[config.mk]
export PLATFORM = sky130hd
export DESIGN_NAME = rms_ctrl
export DESIGN_NICKNAME = d
export VERILOG_FILES = /design/src/rtl/rms_pkg.sv /design/src/rtl/rms_ctrl.sv
export SDC_FILE = /design/constraint.sdc
export NUM_CORES = 1
export LEC_CHECK = 0
export CAP_MARGIN = 15
export CELL_PAD_IN_SITES_DETAIL_PLACEMENT = 0
export CELL_PAD_IN_SITES_GLOBAL_PLACEMENT = 1
export CORE_AREA = 4 4 121 123
export CTS_BUF_LIST = sky130_fd_sc_hd__clkbuf_16
export CTS_CLUSTER_DIAMETER = 80
export CTS_CLUSTER_SIZE = 25
export DETAILED_ROUTE_END_ITERATION = 16
export DIE_AREA = 0 0 125 127
export DONT_BUFFER_PORTS = 1
export PLACE_DENSITY_LB_ADDON = 0.1
export SLEW_MARGIN = 0
export SYNTH_ARGS = -nofsm -noshare
export SYNTH_HDL_FRONTEND = slang
export SYNTH_SLANG_ARGS = --single-unit
[constraint.sdc]
create_clock -name clock -period 3.05 [get_ports clock]
set_input_delay 0.305 -clock clock [delete_from_list [all_inputs] [get_ports clock]]
set_output_delay 0.305 -clock clock [all_outputs]
set_load 0.05 [all_outputs]
[src/rtl/rms_pkg.sv]
// shared widths, field offsets, key select codes and controller command bundle
package rms_pkg;

   localparam int MAX_RECORDS_DEF = 64;

   localparam int HANDLE_W = 6;
   localparam int ID_W     = 32;
   localparam int TIME_W   = 38;
   localparam int TYPE_W   = 8;
   localparam int KEY_W    = 40;
   localparam int ENTRY_W  = KEY_W + HANDLE_W;
   localparam int SEL_W    = 2;

   localparam int HANDLE_LSB = 0;
   localparam int ID_LSB     = HANDLE_LSB + HANDLE_W;
   localparam int START_LSB  = ID_LSB + ID_W;
   localparam int SP_BIT     = START_LSB + TIME_W;
   localparam int END_LSB    = SP_BIT + 1;
   localparam int EP_BIT     = END_LSB + TIME_W;
   localparam int TYPE_LSB   = EP_BIT + 1;
   localparam int REQ_FIELDS_W = TYPE_LSB + TYPE_W;

   localparam int REQ_TDATA_W = ((REQ_FIELDS_W + 7) / 8) * 8;
   localparam int RSP_TDATA_W = ((HANDLE_W + 7) / 8) * 8;

   typedef enum logic [SEL_W-1:0] {
      KEY_ID    = 2'd0,
      KEY_START = 2'd1,
      KEY_END   = 2'd2,
      KEY_TYPE  = 2'd3
   } key_sel_type;

   typedef struct packed {
      logic load_we;
      logic merge_we;
      logic wr_bank;
      logic rd_bank;
      logic take_left;
      logic out_load;
      logic out_final;
   } cmd_type;

endpackage

[src/rtl/rms_ctrl.sv]
// load, merge pass and output sequencing state machine
module rms_ctrl #(
   parameter int MAX_RECORDS = rms_pkg::MAX_RECORDS_DEF,
   localparam int AW = $clog2(MAX_RECORDS)
) (
   input  logic              clock,
   input  logic              reset,
   input  logic              req_tvalid,
   input  logic              req_tlast,
   output logic              req_tready,
   output logic              rsp_tvalid,
   input  logic              rsp_tready,
   input  logic              left_le,
   output rms_pkg::cmd_type  cmd,
   output logic [AW-1:0]     wr_addr,
   output logic [AW-1:0]     rd_addr_a,
   output logic [AW-1:0]     rd_addr_b
);

   localparam int CW = $clog2(MAX_RECORDS + 1);
   localparam int SW = CW + 2;
   localparam logic [CW-1:0] MAX_COUNT = CW'(MAX_RECORDS);

   typedef enum logic [2:0] {
      ST_LOAD,
      ST_BLOCK,
      ST_MERGE_RD,
      ST_MERGE_WR,
      ST_OUT_RD,
      ST_OUT_WAIT,
      ST_OUT_SEND
   } state_type;

   state_type       state_ff, state_in;
   logic [CW-1:0]   count_ff, count_in;
   logic [SW-1:0]   width_ff, width_in;
   logic [SW-1:0]   lo_ff, lo_in;
   logic [SW-1:0]   mid_ff, mid_in;
   logic [SW-1:0]   hi_ff, hi_in;
   logic [SW-1:0]   i_ff, i_in;
   logic [SW-1:0]   j_ff, j_in;
   logic [SW-1:0]   k_ff, k_in;
   logic            bank_ff, bank_in;
   logic            rsp_valid_ff, rsp_valid_in;

   logic [SW-1:0]   n_wide, sum_mid, sum_hi, width_dbl, k_next;
   logic            take_left;

   assign n_wide    = SW'(count_ff);
   assign sum_mid   = lo_ff + width_ff;
   assign width_dbl = width_ff << 1;
   assign sum_hi    = lo_ff + width_dbl;
   assign k_next    = k_ff + SW'(1);
   assign take_left = (i_ff < mid_ff) && ((j_ff >= hi_ff) || left_le);

   assign req_tready = (state_ff == ST_LOAD);
   assign rsp_tvalid = rsp_valid_ff;
   assign wr_addr    = (state_ff == ST_LOAD) ? count_ff[AW-1:0] : k_ff[AW-1:0];
   assign rd_addr_a  = (state_ff == ST_OUT_RD) ? k_ff[AW-1:0] : i_ff[AW-1:0];
   assign rd_addr_b  = j_ff[AW-1:0];

   always_comb begin
      state_in      = state_ff;
      count_in      = count_ff;
      width_in      = width_ff;
      lo_in         = lo_ff;
      mid_in        = mid_ff;
      hi_in         = hi_ff;
      i_in          = i_ff;
      j_in          = j_ff;
      k_in          = k_ff;
      bank_in       = bank_ff;
      rsp_valid_in  = rsp_valid_ff;
      cmd           = '0;
      cmd.rd_bank   = bank_ff;
      cmd.wr_bank   = ~bank_ff;

      unique case (state_ff)
         ST_LOAD: begin
            if (req_tvalid) begin
               if (count_ff < MAX_COUNT) begin
                  cmd.load_we = 1'b1;
                  count_in    = count_ff + CW'(1);
               end
               if (req_tlast) begin
                  width_in = SW'(1);
                  lo_in    = '0;
                  k_in     = '0;
                  bank_in  = 1'b0;
                  state_in = (count_in > CW'(1)) ? ST_BLOCK : ST_OUT_RD;
               end
            end
         end
         ST_BLOCK: begin
            mid_in   = (sum_mid > n_wide) ? n_wide : sum_mid;
            hi_in    = (sum_hi > n_wide) ? n_wide : sum_hi;
            i_in     = lo_ff;
            j_in     = mid_in;
            state_in = ST_MERGE_RD;
         end
         ST_MERGE_RD: begin
            state_in = ST_MERGE_WR;
         end
         ST_MERGE_WR: begin
            cmd.merge_we  = 1'b1;
            cmd.take_left = take_left;
            if (take_left) begin
               i_in = i_ff + SW'(1);
            end else begin
               j_in = j_ff + SW'(1);
            end
            k_in = k_next;
            if (k_next == hi_ff) begin
               if (hi_ff == n_wide) begin
                  bank_in  = ~bank_ff;
                  width_in = width_dbl;
                  lo_in    = '0;
                  k_in     = '0;
                  state_in = (width_dbl >= n_wide) ? ST_OUT_RD : ST_BLOCK;
               end else begin
                  lo_in    = hi_ff;
                  state_in = ST_BLOCK;
               end
            end else begin
               state_in = ST_MERGE_RD;
            end
         end
         ST_OUT_RD: begin
            state_in = ST_OUT_WAIT;
         end
         ST_OUT_WAIT: begin
            cmd.out_load  = 1'b1;
            cmd.out_final = (k_next == n_wide);
            rsp_valid_in  = 1'b1;
            state_in      = ST_OUT_SEND;
         end
         ST_OUT_SEND: begin
            if (rsp_tready) begin
               rsp_valid_in = 1'b0;
               if (k_next == n_wide) begin
                  count_in = '0;
                  bank_in  = 1'b0;
                  state_in = ST_LOAD;
               end else begin
                  k_in     = k_next;
                  state_in = ST_OUT_RD;
               end
            end
         end
         default: begin
            state_in = ST_LOAD;
         end
      endcase
   end

   always_ff @(posedge clock) begin
      if (reset) begin
         state_ff     <= ST_LOAD;
         count_ff     <= '0;
         width_ff     <= SW'(1);
         lo_ff        <= '0;
         mid_ff       <= '0;
         hi_ff        <= '0;
         i_ff         <= '0;
         j_ff         <= '0;
         k_ff         <= '0;
         bank_ff      <= 1'b0;
         rsp_valid_ff <= 1'b0;
      end else begin
         state_ff     <= state_in;
         count_ff     <= count_in;
         width_ff     <= width_in;
         lo_ff        <= lo_in;
         mid_ff       <= mid_in;
         hi_ff        <= hi_in;
         i_ff         <= i_in;
         j_ff         <= j_in;
         k_ff         <= k_in;
         bank_ff      <= bank_in;
         rsp_valid_ff <= rsp_valid_in;
      end
   end

endmodule

==> flow_summary.json, run 1 <==
{
  "status": "complete, but fails checks",
  "violations": "negative setup slack",
  "critPathTopFamily": "adder cells",
  "grt_max_degree": 55,
  "drcViolationCount": 0,
  "cts_buffer_depth": 2,
  "tightestPinTransition_ns": 0.9583,
  "power.switching_uw": 1800,
  "cp-start-kind": "flop",
  "ir_drop_v": 0.0002851,
  "min_period_over_period_pct": 105.0,
  "die_w_um": 125,
  "finalWirelength_um": 19150,
  "critPathCapture": "j_ff[0]",
  "combPwrFrac_pct": 47.2,
  "synth_ff_type": "dfxtp_1",
  "hold_violations": 0,
  "drv_cap": 0,
  "reg2reg_from": "lo_ff[0]",
  "synth-seq-area-share_pct": 25.13,
  "crit_type": "flop to flop",
  "async_reset_ff_share_pct": 0,
  "seq_area_um2": 1516,
  "syn_avg_cell_area_um2": 8.195,
  "grt_use_total_pct": 24.15,
  "total_power_uw": 4138,
  "vias": 5719,
  "cts_tree": "yes",
  "drv_slew": 0,
  "final_cell_mix": "buf_4 (76), dfxtp_1 (67), a21oi_1 (55)",
  "viasPerCell": 5.995,
  "reg2regPathDepth": 13,
  "switching_share_pct": 43.50,
  "grt_pass1_vias": 5600,
  "relSlewSlack_pct": 35.68,
  "synth_fa_ha_area_share_pct": 12.40,
  "cp-end-kind": "flop",
  "detail_route.wl_per_cell_um": 20.07,
  "synth_nets": 793,
  "yosys.area_share.simple_pct": 20.96,
  "drtPass1Iterations": 5,
  "rows": 43,
  "layout_commonest_cell": "buf_4",
  "multi_input_area_um2": 4432,
  "gp_congestion": 0.8848,
  "numPortBuffers": 0,
  "grt_pass1_wl_um": 30550,
  "synth_compound_area_share_pct": 23.39,
  "p_int_uw": 2338,
  "crit_buf_inv": 2,
  "n_antenna_cell": 0,
  "synth_top_family_by_area": "compound AO/OA/AOI/OAI gates",
  "antenna_found_initial": 0,
  "fillers": 1308,
  "pin_count": 33,
  "finalSetupViolations": 14,
  "critPathRequiredTime_ns": 3.27,
  "min_period_ns": 3.202,
  "holdBufCountCts": 0,
  "clk_latency_ns": 0.35,
  "placedCellCount": 931,
  "start_util_pct": 43.72,
  "synth_top_cell_by_area": "dfxtp_1",
  "holdWs_ns": 0.02262,
  "fin_setup_tns_ns": -1.457,
  "finish.net_count": 834,
  "postRouteAntennaNets": 0,
  "finClkSkew_ns": 0.01074,
  "cts_root_buffer": "clkbuf_16",
  "syn_to_final_growth_pct": 20.69,
  "path_clk_slew_ns": 0.06,
  "dpl.hpwl_um": 13960,
  "crit_fanout": 3,
  "worst-endpoint-arrival_ns": 3.42,
  "r2r_end": "j_ff[0]",
  "clockPowerShare_pct": 23.8,
  "crit_cells": 13,
  "clkSinkCount": 75,
  "rsz0062_at_grt": "yes",
  "setup_ws_ns": -0.1524,
  "place_ws_ns": -0.2862,
  "yosys-mux-area-fraction_pct": 3.958,
  "synth_seq_cells": 75,
  "syn-instance-count": 729,
  "leakage_uw": 0.002804,
  "p_per_area_nw_per_um2": 573.8,
  "cp_cell_sequence": "ha_4 > fa_2 > buf_4 > buf_4 > xor2_1 > ha_1 > a21oi_1 > a21oi_2 > or3_4 > o21a_4 > nor2_4 > mux2i_2 > o221ai_1",
  "synth_top_cells_by_area": "dfxtp_1 (25%), ha_1 (12%), a21oi_1 (5.4%)",
  "syn_area_um2": 5974,
  "cts_buffers": 9,
  "pwr-share-seq_pct": 29.0,
  "dieArea_um2": 15880,
  "synth.distinct_cells": 72,
  "r2r_slack_ns": -0.15,
  "max_freq_mhz": 312.3,
  "ys_warn_count": 0,
  "cp-startpoint": "lo_ff[0]",
  "drt_first_iter_violations": 485,
  "htree_levels": 3,
  "synth_top_area_share_pct": 25.13,
  "synth_xor_xnor_area_share_pct": 7.393,
  "grt_overflow": 0,
  "core_um2": 13670,
  "slowest_stage": "fa_2",
  "max_stage_delay_ns": 0.37,
  "min_path_type": "input port to flop",
  "drive_gt1_share_pct": 24.68,
  "synth_edf_count": 0,
  "worst_path_most_repeated_cell": "buf_4",
  "layoutNonFillerInstCount": 954,
  "dieHeight_um": 127
}
-- flip-flops by register name (all words and copies together) (netlist names) --
signal and count:
bank_ff 1, i_ff 9, state_ff 3, count_ff 7
lo_ff 9, hi_ff 9, k_ff 9, j_ff 9
mid_ff 9, width_ff 9, rsp_tvalid 1
-- synthesized netlist by cell type, types with 4 or more instances --
library cell and n:
nand4_1 12, clkbuf_1 29, nor4_4 4, ha_1 56, nand2_1 34, o22ai_1 6, and3_1 13, nand2b_1 6
a31oi_1 16, a22o_1 15, o21ai_0 41, xor2_1 12, a211oi_1 11, nor2_1 42, mux2_2 13, xnor2_1 34
a311oi_1 5, or2_2 10, buf_2 8, nand3_1 33, nor4_1 5, o211ai_1 9, nor2b_1 5, or3_1 14
a21o_1 7, buf_4 8, dfxtp_1 75, mux2i_1 9, and2_1 8, inv_1 41, a21oi_1 65, nor3_1 16
-- cells by family (layout without fill, tap and decap cells) --
| family | after synthesis | count (layout) |
|---|---|---|
| XOR/XNOR | 48 | 48 |
| flip-flops | 75 | 75 |
| buffers and inverters | 91 | 136 |
| AND/OR/NAND/NOR | 221 | 221 |
| AO/OA/AOI/OAI | 214 | 214 |
| multiplexers | 22 | 22 |
| adder cells (fa/ha/maj) | 58 | 58 |
-- power by group through the flow --
| stage | Combinational, uW | Clock [uW] | Sequential, uW |
|---|---|---|---|
| 2_1_floorplan | 1300 | 0 | 1150 |
| 3_3_place_gp | 1730 | 0 | 1220 |
| 3_5_place_dp | 1760 | 0 | 1220 |
| 4_1_cts | 1870 | 998 | 1200 |
| 5_1_grt | 2110 | 1040 | 1210 |
| 6_report | 1950 | 983 | 1200 |
-- metrics by stage --
stage,instance area [um^2],util [%]
after CTS,7017,51.35
after detailed placement,6523,47.73
after global routing,7211,52.77
final,7211,52.77
after floorplan,5989,-
after global placement,6523,47.73
-- worst reg2reg max path, delay by kind of cell (launching register included) --
kind / cells / cell delay (ns)
flip-flops: 1 / 0.33
AO/OA/AOI/OAI: 4 / 0.58
AND/OR/NAND/NOR: 2 / 0.47
multiplexers: 1 / 0.24
XOR/XNOR: 1 / 0.33
adder cells (fa/ha/maj): 3 / 0.87
buffers and inverters: 2 / 0.27
-- layout make-up --
type / instances / area share, %
multi-input combinational: 563 / 61.46
tap: 180 / 3.123
clock inverter: 6 / 0.4685
inverter: 41 / 2.134
timing repair buffer: 80 / 8.659
sequential: 75 / 21.03
clock buffer: 9 / 3.123
-- timing repair --
item | CTS | global route
buffers inserted | 7 | 2
endpoints found under the hold margin | 0 | 0
pin swaps | 31 | 24
endpoints found under the setup margin | 21 | 29
resized for setup | 39 | 31
-- metal layers --
metal  GRT usage (%)  wire, um
met1           31.27      8556
met2           39.64      9149
met3           5.017       911
met4           9.503       531
met5               0         0
-- worst min-delay path by stage --
stage | start | endpoint | slack, ns | cells past startpoint
after detailed placement | reset | bank_ff | 0.38 | 1
after global routing | reset | bank_ff | 0.01 | 1
final | reset | bank_ff | 0.02 | 1
after CTS | reset | bank_ff | 0.01 | 1
after global placement | reset | bank_ff | 0.38 | 1
after floorplan | mid_ff[7] | mid_ff[7] | 0.43 | 2
No activity file was read; power rests on OpenSTA's default activity.
==> run 2, diff against run 1 <==
--- a/config.mk
+++ b/config.mk
@@ -5,16 +5,18 @@
 export SDC_FILE = /design/constraint.sdc
 export NUM_CORES = 1
 export LEC_CHECK = 0
+export ABC_AREA = 0
 export CAP_MARGIN = 15
 export CELL_PAD_IN_SITES_DETAIL_PLACEMENT = 0
 export CELL_PAD_IN_SITES_GLOBAL_PLACEMENT = 1
-export CORE_AREA = 4 4 121 123
+export CORE_AREA = 4 4 112 114
 export CTS_BUF_LIST = sky130_fd_sc_hd__clkbuf_16
 export CTS_CLUSTER_DIAMETER = 80
 export CTS_CLUSTER_SIZE = 25
 export DETAILED_ROUTE_END_ITERATION = 16
-export DIE_AREA = 0 0 125 127
+export DIE_AREA = 0 0 116 118
 export DONT_BUFFER_PORTS = 1
+export GPL_ROUTABILITY_DRIVEN = 0
 export PLACE_DENSITY_LB_ADDON = 0.1
 export SLEW_MARGIN = 0
 export SYNTH_ARGS = -nofsm -noshare
==> constraint.sdc (replaced) <==
create_clock -name clock -period 4.15 [get_ports clock]
set_input_delay 0.415 -clock clock [delete_from_list [all_inputs] [get_ports clock]]
set_output_delay 0.415 -clock clock [all_outputs]
set_load 0.05 [all_outputs]
==> run 2 against run 1 <==
Net effect: the flow now finishes without violations; worst setup slack better by 0.52 ns; via count down 6.0%; fmax shrank 15%; die area is 14% lower; critical endpoint unchanged.
==> flow_summary.json, run 2 (synthesized netlist as in run 1, its figures left out) <==
{
  "dieArea_um2": 13690,
  "start_util_pct": 52.32,
  "grt_pass1_wl_um": 27230,
  "crit_type": "flop to flop",
  "antenna_found_initial": 0,
  "cts_setup_buffers": 0,
  "clk_latency_ns": 0.35,
  "tightestPinTransition_ns": 0.9434,
  "max_stage_delay_ns": 0.43,
  "postRouteAntennaNets": 0,
  "grt_use_total_pct": 25.40,
  "final_cell_mix": "dfxtp_1 (75), a21oi_1 (65), ha_1 (56)",
  "dpl_cell_area_um2": 5991,
  "syn_to_final_growth_pct": 4.796,
  "ir_drop_v": 0.0004616,
  "n_antenna_cell": 0,
  "die_w_um": 116,
  "drt_first_iter_violations": 478,
  "crit_fanout": 5,
  "cts_buffers": 9,
  "cp_cell_sequence": "ha_1 > fa_1 > a211oi_1 > o21bai_1 > a21oi_1 > xnor2_1 > ha_1 > nand4_1 > a21oi_1 > or3_1 > o21a_1 > nor2_1 > mux2i_1 > o221ai_1",
  "finalWirelength_um": 17180,
  "core_um2": 11420,
  "leakage_uw": 0.002373,
  "min_path_type": "input port to flop",
  "viasPerCell": 6.332,
  "min_period_over_period_pct": 91.10,
  "cts_buffer_depth": 2,
  "detail_route.wl_per_cell_um": 20.24,
  "grt_max_degree": 55,
  "cp-start-kind": "flop",
  "critPathRequiredTime_ns": 4.37,
  "rsz0062_at_grt": "no",
  "drive_gt1_share_pct": 9.773,
  "numPortBuffers": 0,
  "hold_violations": 0,
  "grt_pass1_vias": 5123,
  "cp-end-kind": "flop",
  "status": "complete, no violations",
  "pin_count": 33,
  "cts_tree": "yes",
  "min_period_ns": 3.781,
  "holdBufCountCts": 0,
  "drv_slew": 0,
  "path_clk_slew_ns": 0.06,
  "hold_path_depth": 1,
  "finish.net_count": 765,
  "worst-endpoint-arrival_ns": 4.00,
  "layout_commonest_cell": "dfxtp_1",
  "drcViolationCount": 0,
  "vias": 5376,
  "dpl.hpwl_um": 12380,
  "drtPass1Iterations": 5,
  "holdWs_ns": 0.1328,
  "placedCellCount": 833,
  "layoutNonFillerInstCount": 849,
  "cts.repair.resized": 0,
  "drv_cap": 0,
  "finalSetupViolations": 0,
  "slowest_stage": "fa_1",
  "reg2regPathDepth": 14,
  "fin_setup_tns_ns": 0,
  "stdcell_area_um2": 6261,
  "grt_overflow": 0,
  "clkSinkCount": 75,
  "htree_levels": 3,
  "dieHeight_um": 118,
  "rows": 39,
  "finClkSkew_ns": 0.006026,
  "relSlewSlack_pct": 36.68,
  "cts_root_buffer": "clkbuf_16",
  "fin_util_pct": 54.83,
  "max_freq_mhz": 264.5,
  "p_per_area_nw_per_um2": 442.9
}
run 2: changes by cell type in the layout (fill, tap and decap cells not counted), moves of 6 or more:
cell,previous run,this run
a21oi_1,55,65
a21oi_2,11,1
buf_4,76,11
dfxtp_1,67,75
dfxtp_2,6,0
ha_1,48,56
ha_4,8,0
run 2: stage by stage:
| stage | worst slack [ns] | power [uW] |
|---|---|---|
| 2_1_floorplan | 0.8539 | 1798 |
| 3_3_place_gp | 0.6447 | 2029 |
| 3_5_place_dp | 0.4857 | 2043 |
| 4_1_cts | 0.4552 | 2782 |
| 5_1_grt | 0.1274 | 2948 |
| 6_report | 0.3695 | 2773 |
run 2: final timing paths:
path	from	endpoint	slack, ns
max	width_ff[0]	j_ff[0]	0.37
min	reset	bank_ff	0.13
min reg2reg	mid_ff[5]	mid_ff[5]	0.46
max reg2reg	width_ff[0]	j_ff[0]	0.37
run 2: critical path, delay by kind of cell, from the launching register on:
family	cells	cell delay (ns)
xor gates and xnor gates	1	0.17
and+or+nand+nor	3	0.81
adders and majority gates	3	0.97
DFF	1	0.35
AOI/OAI and AO/OA	6	1.02
muxes	1	0.32
run 2: final cells by class:
class / count / area, um^2
inverter: 41 / 153.9
clock buffer: 9 / 225.2
fill: 1081 / 5157
tap: 143 / 178.9
clock inverter: 7 / 45.04
multi-input combinational: 563 / 4074
sequential: 75 / 1501
timing repair buffer: 11 / 82.58
run 2: layer usage:
layer	vias up	wire length, um	share of wire (%)	track usage, %
met5	-	0	0	0
met4	0	394	2.3	8.194
met3	33	925	5.4	5.861
met2	140	8254	48	40.54
met1	2583	7605	44	33.62
li1	2620	-	-	-
run 2: power breakdown:
| group | switching, uW | total, uW | internal (uW) |
|---|---|---|---|
| Combinational | 745 | 1130 | 389 |
| Clock | 327 | 728 | 401 |
| Sequential | 133 | 911 | 778 |
| Total | 1200 | 2770 | 1570 |
==> run 3, diff against run 2 <==
--- a/config.mk
+++ b/config.mk
@@ -17,7 +17,7 @@
 export DIE_AREA = 0 0 116 118
 export DONT_BUFFER_PORTS = 1
 export GPL_ROUTABILITY_DRIVEN = 0
-export PLACE_DENSITY_LB_ADDON = 0.1
+export PLACE_DENSITY = 0.94
 export SLEW_MARGIN = 0
 export SYNTH_ARGS = -nofsm -noshare
 export SYNTH_HDL_FRONTEND = slang
==> run 3 against run 2 <==
Net effect: final cell count decreased by 0.35%; critical path depth unchanged; wire length decreased by 2.1%; final area decreased by 0.50%; worst setup slack improved by 0.0029 ns; non-clock buffer count decreased by 3; clock power decreased by 2%; utilization decreased by 0.27 points; highest routed layer unchanged.
==> flow_summary.json, run 3 (synthesized netlist as in run 1, its figures left out) <==
{
  "status": "complete, no violations",
  "worst-endpoint-arrival_ns": 3.99,
  "path_clk_slew_ns": 0.06,
  "drv_cap": 0,
  "leakage_uw": 0.002368,
  "syn_to_final_growth_pct": 4.272,
  "fillers": 1059,
  "total_power_uw": 2771,
  "rsz0062_at_grt": "no",
  "cts_root_buffer": "clkbuf_16",
  "finish.net_count": 762,
  "max_freq_mhz": 264.7,
  "tightestPinTransition_ns": 1.070,
  "p_per_area_nw_per_um2": 444.8,
  "crit_type": "flop to flop",
  "grt_overflow": 0,
  "final_cell_mix": "dfxtp_1 (75), a21oi_1 (65), ha_1 (56)",
  "n_antenna_cell": 0,
  "min_path_type": "input port to flop",
  "dpl.hpwl_um": 12270,
  "htree_levels": 3,
  "numPortBuffers": 0,
  "setup_ws_ns": 0.3723,
  "hold_violations": 0,
  "place_ws_ns": 0.4891,
  "grt_pass1_vias": 5372,
  "finalWirelength_um": 16820,
  "cp-start-kind": "flop",
  "die_w_um": 116,
  "drcViolationCount": 0,
  "layout_commonest_cell": "dfxtp_1",
  "min_period_over_period_pct": 91.03,
  "antenna_found_initial": 0,
  "fin_setup_tns_ns": 0,
  "viasPerCell": 6.495,
  "relSlewSlack_pct": 28.37,
  "dieHeight_um": 118,
  "cts_setup_buffers": 0,
  "clkSinkCount": 75,
  "vias": 5495,
  "cts_tree": "yes",
  "ir_drop_v": 0.0003278,
  "holdBufCountCts": 0,
  "cp-end-kind": "flop",
  "detail_route.wl_per_cell_um": 19.88,
  "drive_gt1_share_pct": 9.388,
  "clk_latency_ns": 0.34,
  "core_um2": 11420,
  "cts.repair.resized": 0,
  "min_period_ns": 3.778,
  "cts_buffer_depth": 2,
  "critPathRequiredTime_ns": 4.36,
  "drt_first_iter_violations": 632,
  "drv_slew": 0,
  "finClkSkew_ns": 0.006339,
  "rows": 39,
  "grt_max_degree": 55,
  "grt_pass1_wl_um": 27640,
  "crit_fanout": 5,
  "r2r_slack_ns": 0.37,
  "pin_count": 33,
  "cts_buffers": 9,
  "drtPass1Iterations": 7,
  "start_util_pct": 52.32,
  "postRouteAntennaNets": 0,
  "finalSetupViolations": 0,
  "dieArea_um2": 13690,
  "grt_use_total_pct": 25.22
}
-- run 3: cell types whose count changed in the layout (fill, tap and decap cells not counted) --
cell,before,now
buf_4,11,8
clkinv_1,1,0
clkinv_2,2,5
clkinv_4,1,0
clkinvlp_4,3,1
inv_1,41,42
-- run 3: layout make-up --
type,count,area [um^2],area share (%)
clock buffer,9,225.2,3.615
clock inverter,7,36.28,0.5824
inverter,41,153.9,2.470
multi-input combinational,563,4074,65.39
sequential,75,1501,24.10
tap,143,178.9,2.872
timing repair buffer,8,60.06,0.9640
-- run 3: metal layers --
layer,track usage (%),wire [um]
met5,0,0
met4,12.11,603
met3,3.290,1183
met2,40.54,7816
met1,32.97,7217
-- run 3: metrics by stage --
| step | std cells | cell area, um^2 | hold slack, ns | utilization (%) |
|---|---|---|---|---|
| floorplan | 729 | 5974 | 0.4303 | - |
| CTS | 846 | 6230 | 0.1393 | 54.56 |
| finish | 846 | 6230 | 0.1398 | 54.56 |
| global route | 846 | 6230 | 0.1335 | 54.56 |
| detailed placement | 830 | 5968 | 0.4422 | 52.27 |
| global placement | 830 | 5968 | 0.4397 | 52.27 |
-- run 3: report_power, final --
group | switching, uW | total, uW | internal (uW)
Sequential | 130 | 908 | 778
Combinational | 766 | 1150 | 381
Clock | 319 | 716 | 397
-- run 3: path summary, 6_finish.rpt --
path | start | to | cells after the start
setup reg to reg | width_ff[0] | j_ff[0] | 14
setup / recovery | width_ff[0] | j_ff[0] | 14
hold reg to reg | mid_ff[7] | mid_ff[7] | 2
hold / removal | reset | rsp_tvalid | 1
-- run 3: worst max-delay path: stages, from the launching register on --
cell	delay, ns
dfxtp_1	0.36
ha_1	0.27
fa_1	0.44
a211oi_1	0.36
o21bai_1	0.12
a21oi_1	0.18
xnor2_1	0.16
ha_1	0.28
nand4_1	0.15
a21oi_1	0.06
or3_1	0.36
o21a_1	0.14
nor2_1	0.34
mux2i_1	0.29
o221ai_1	0.15
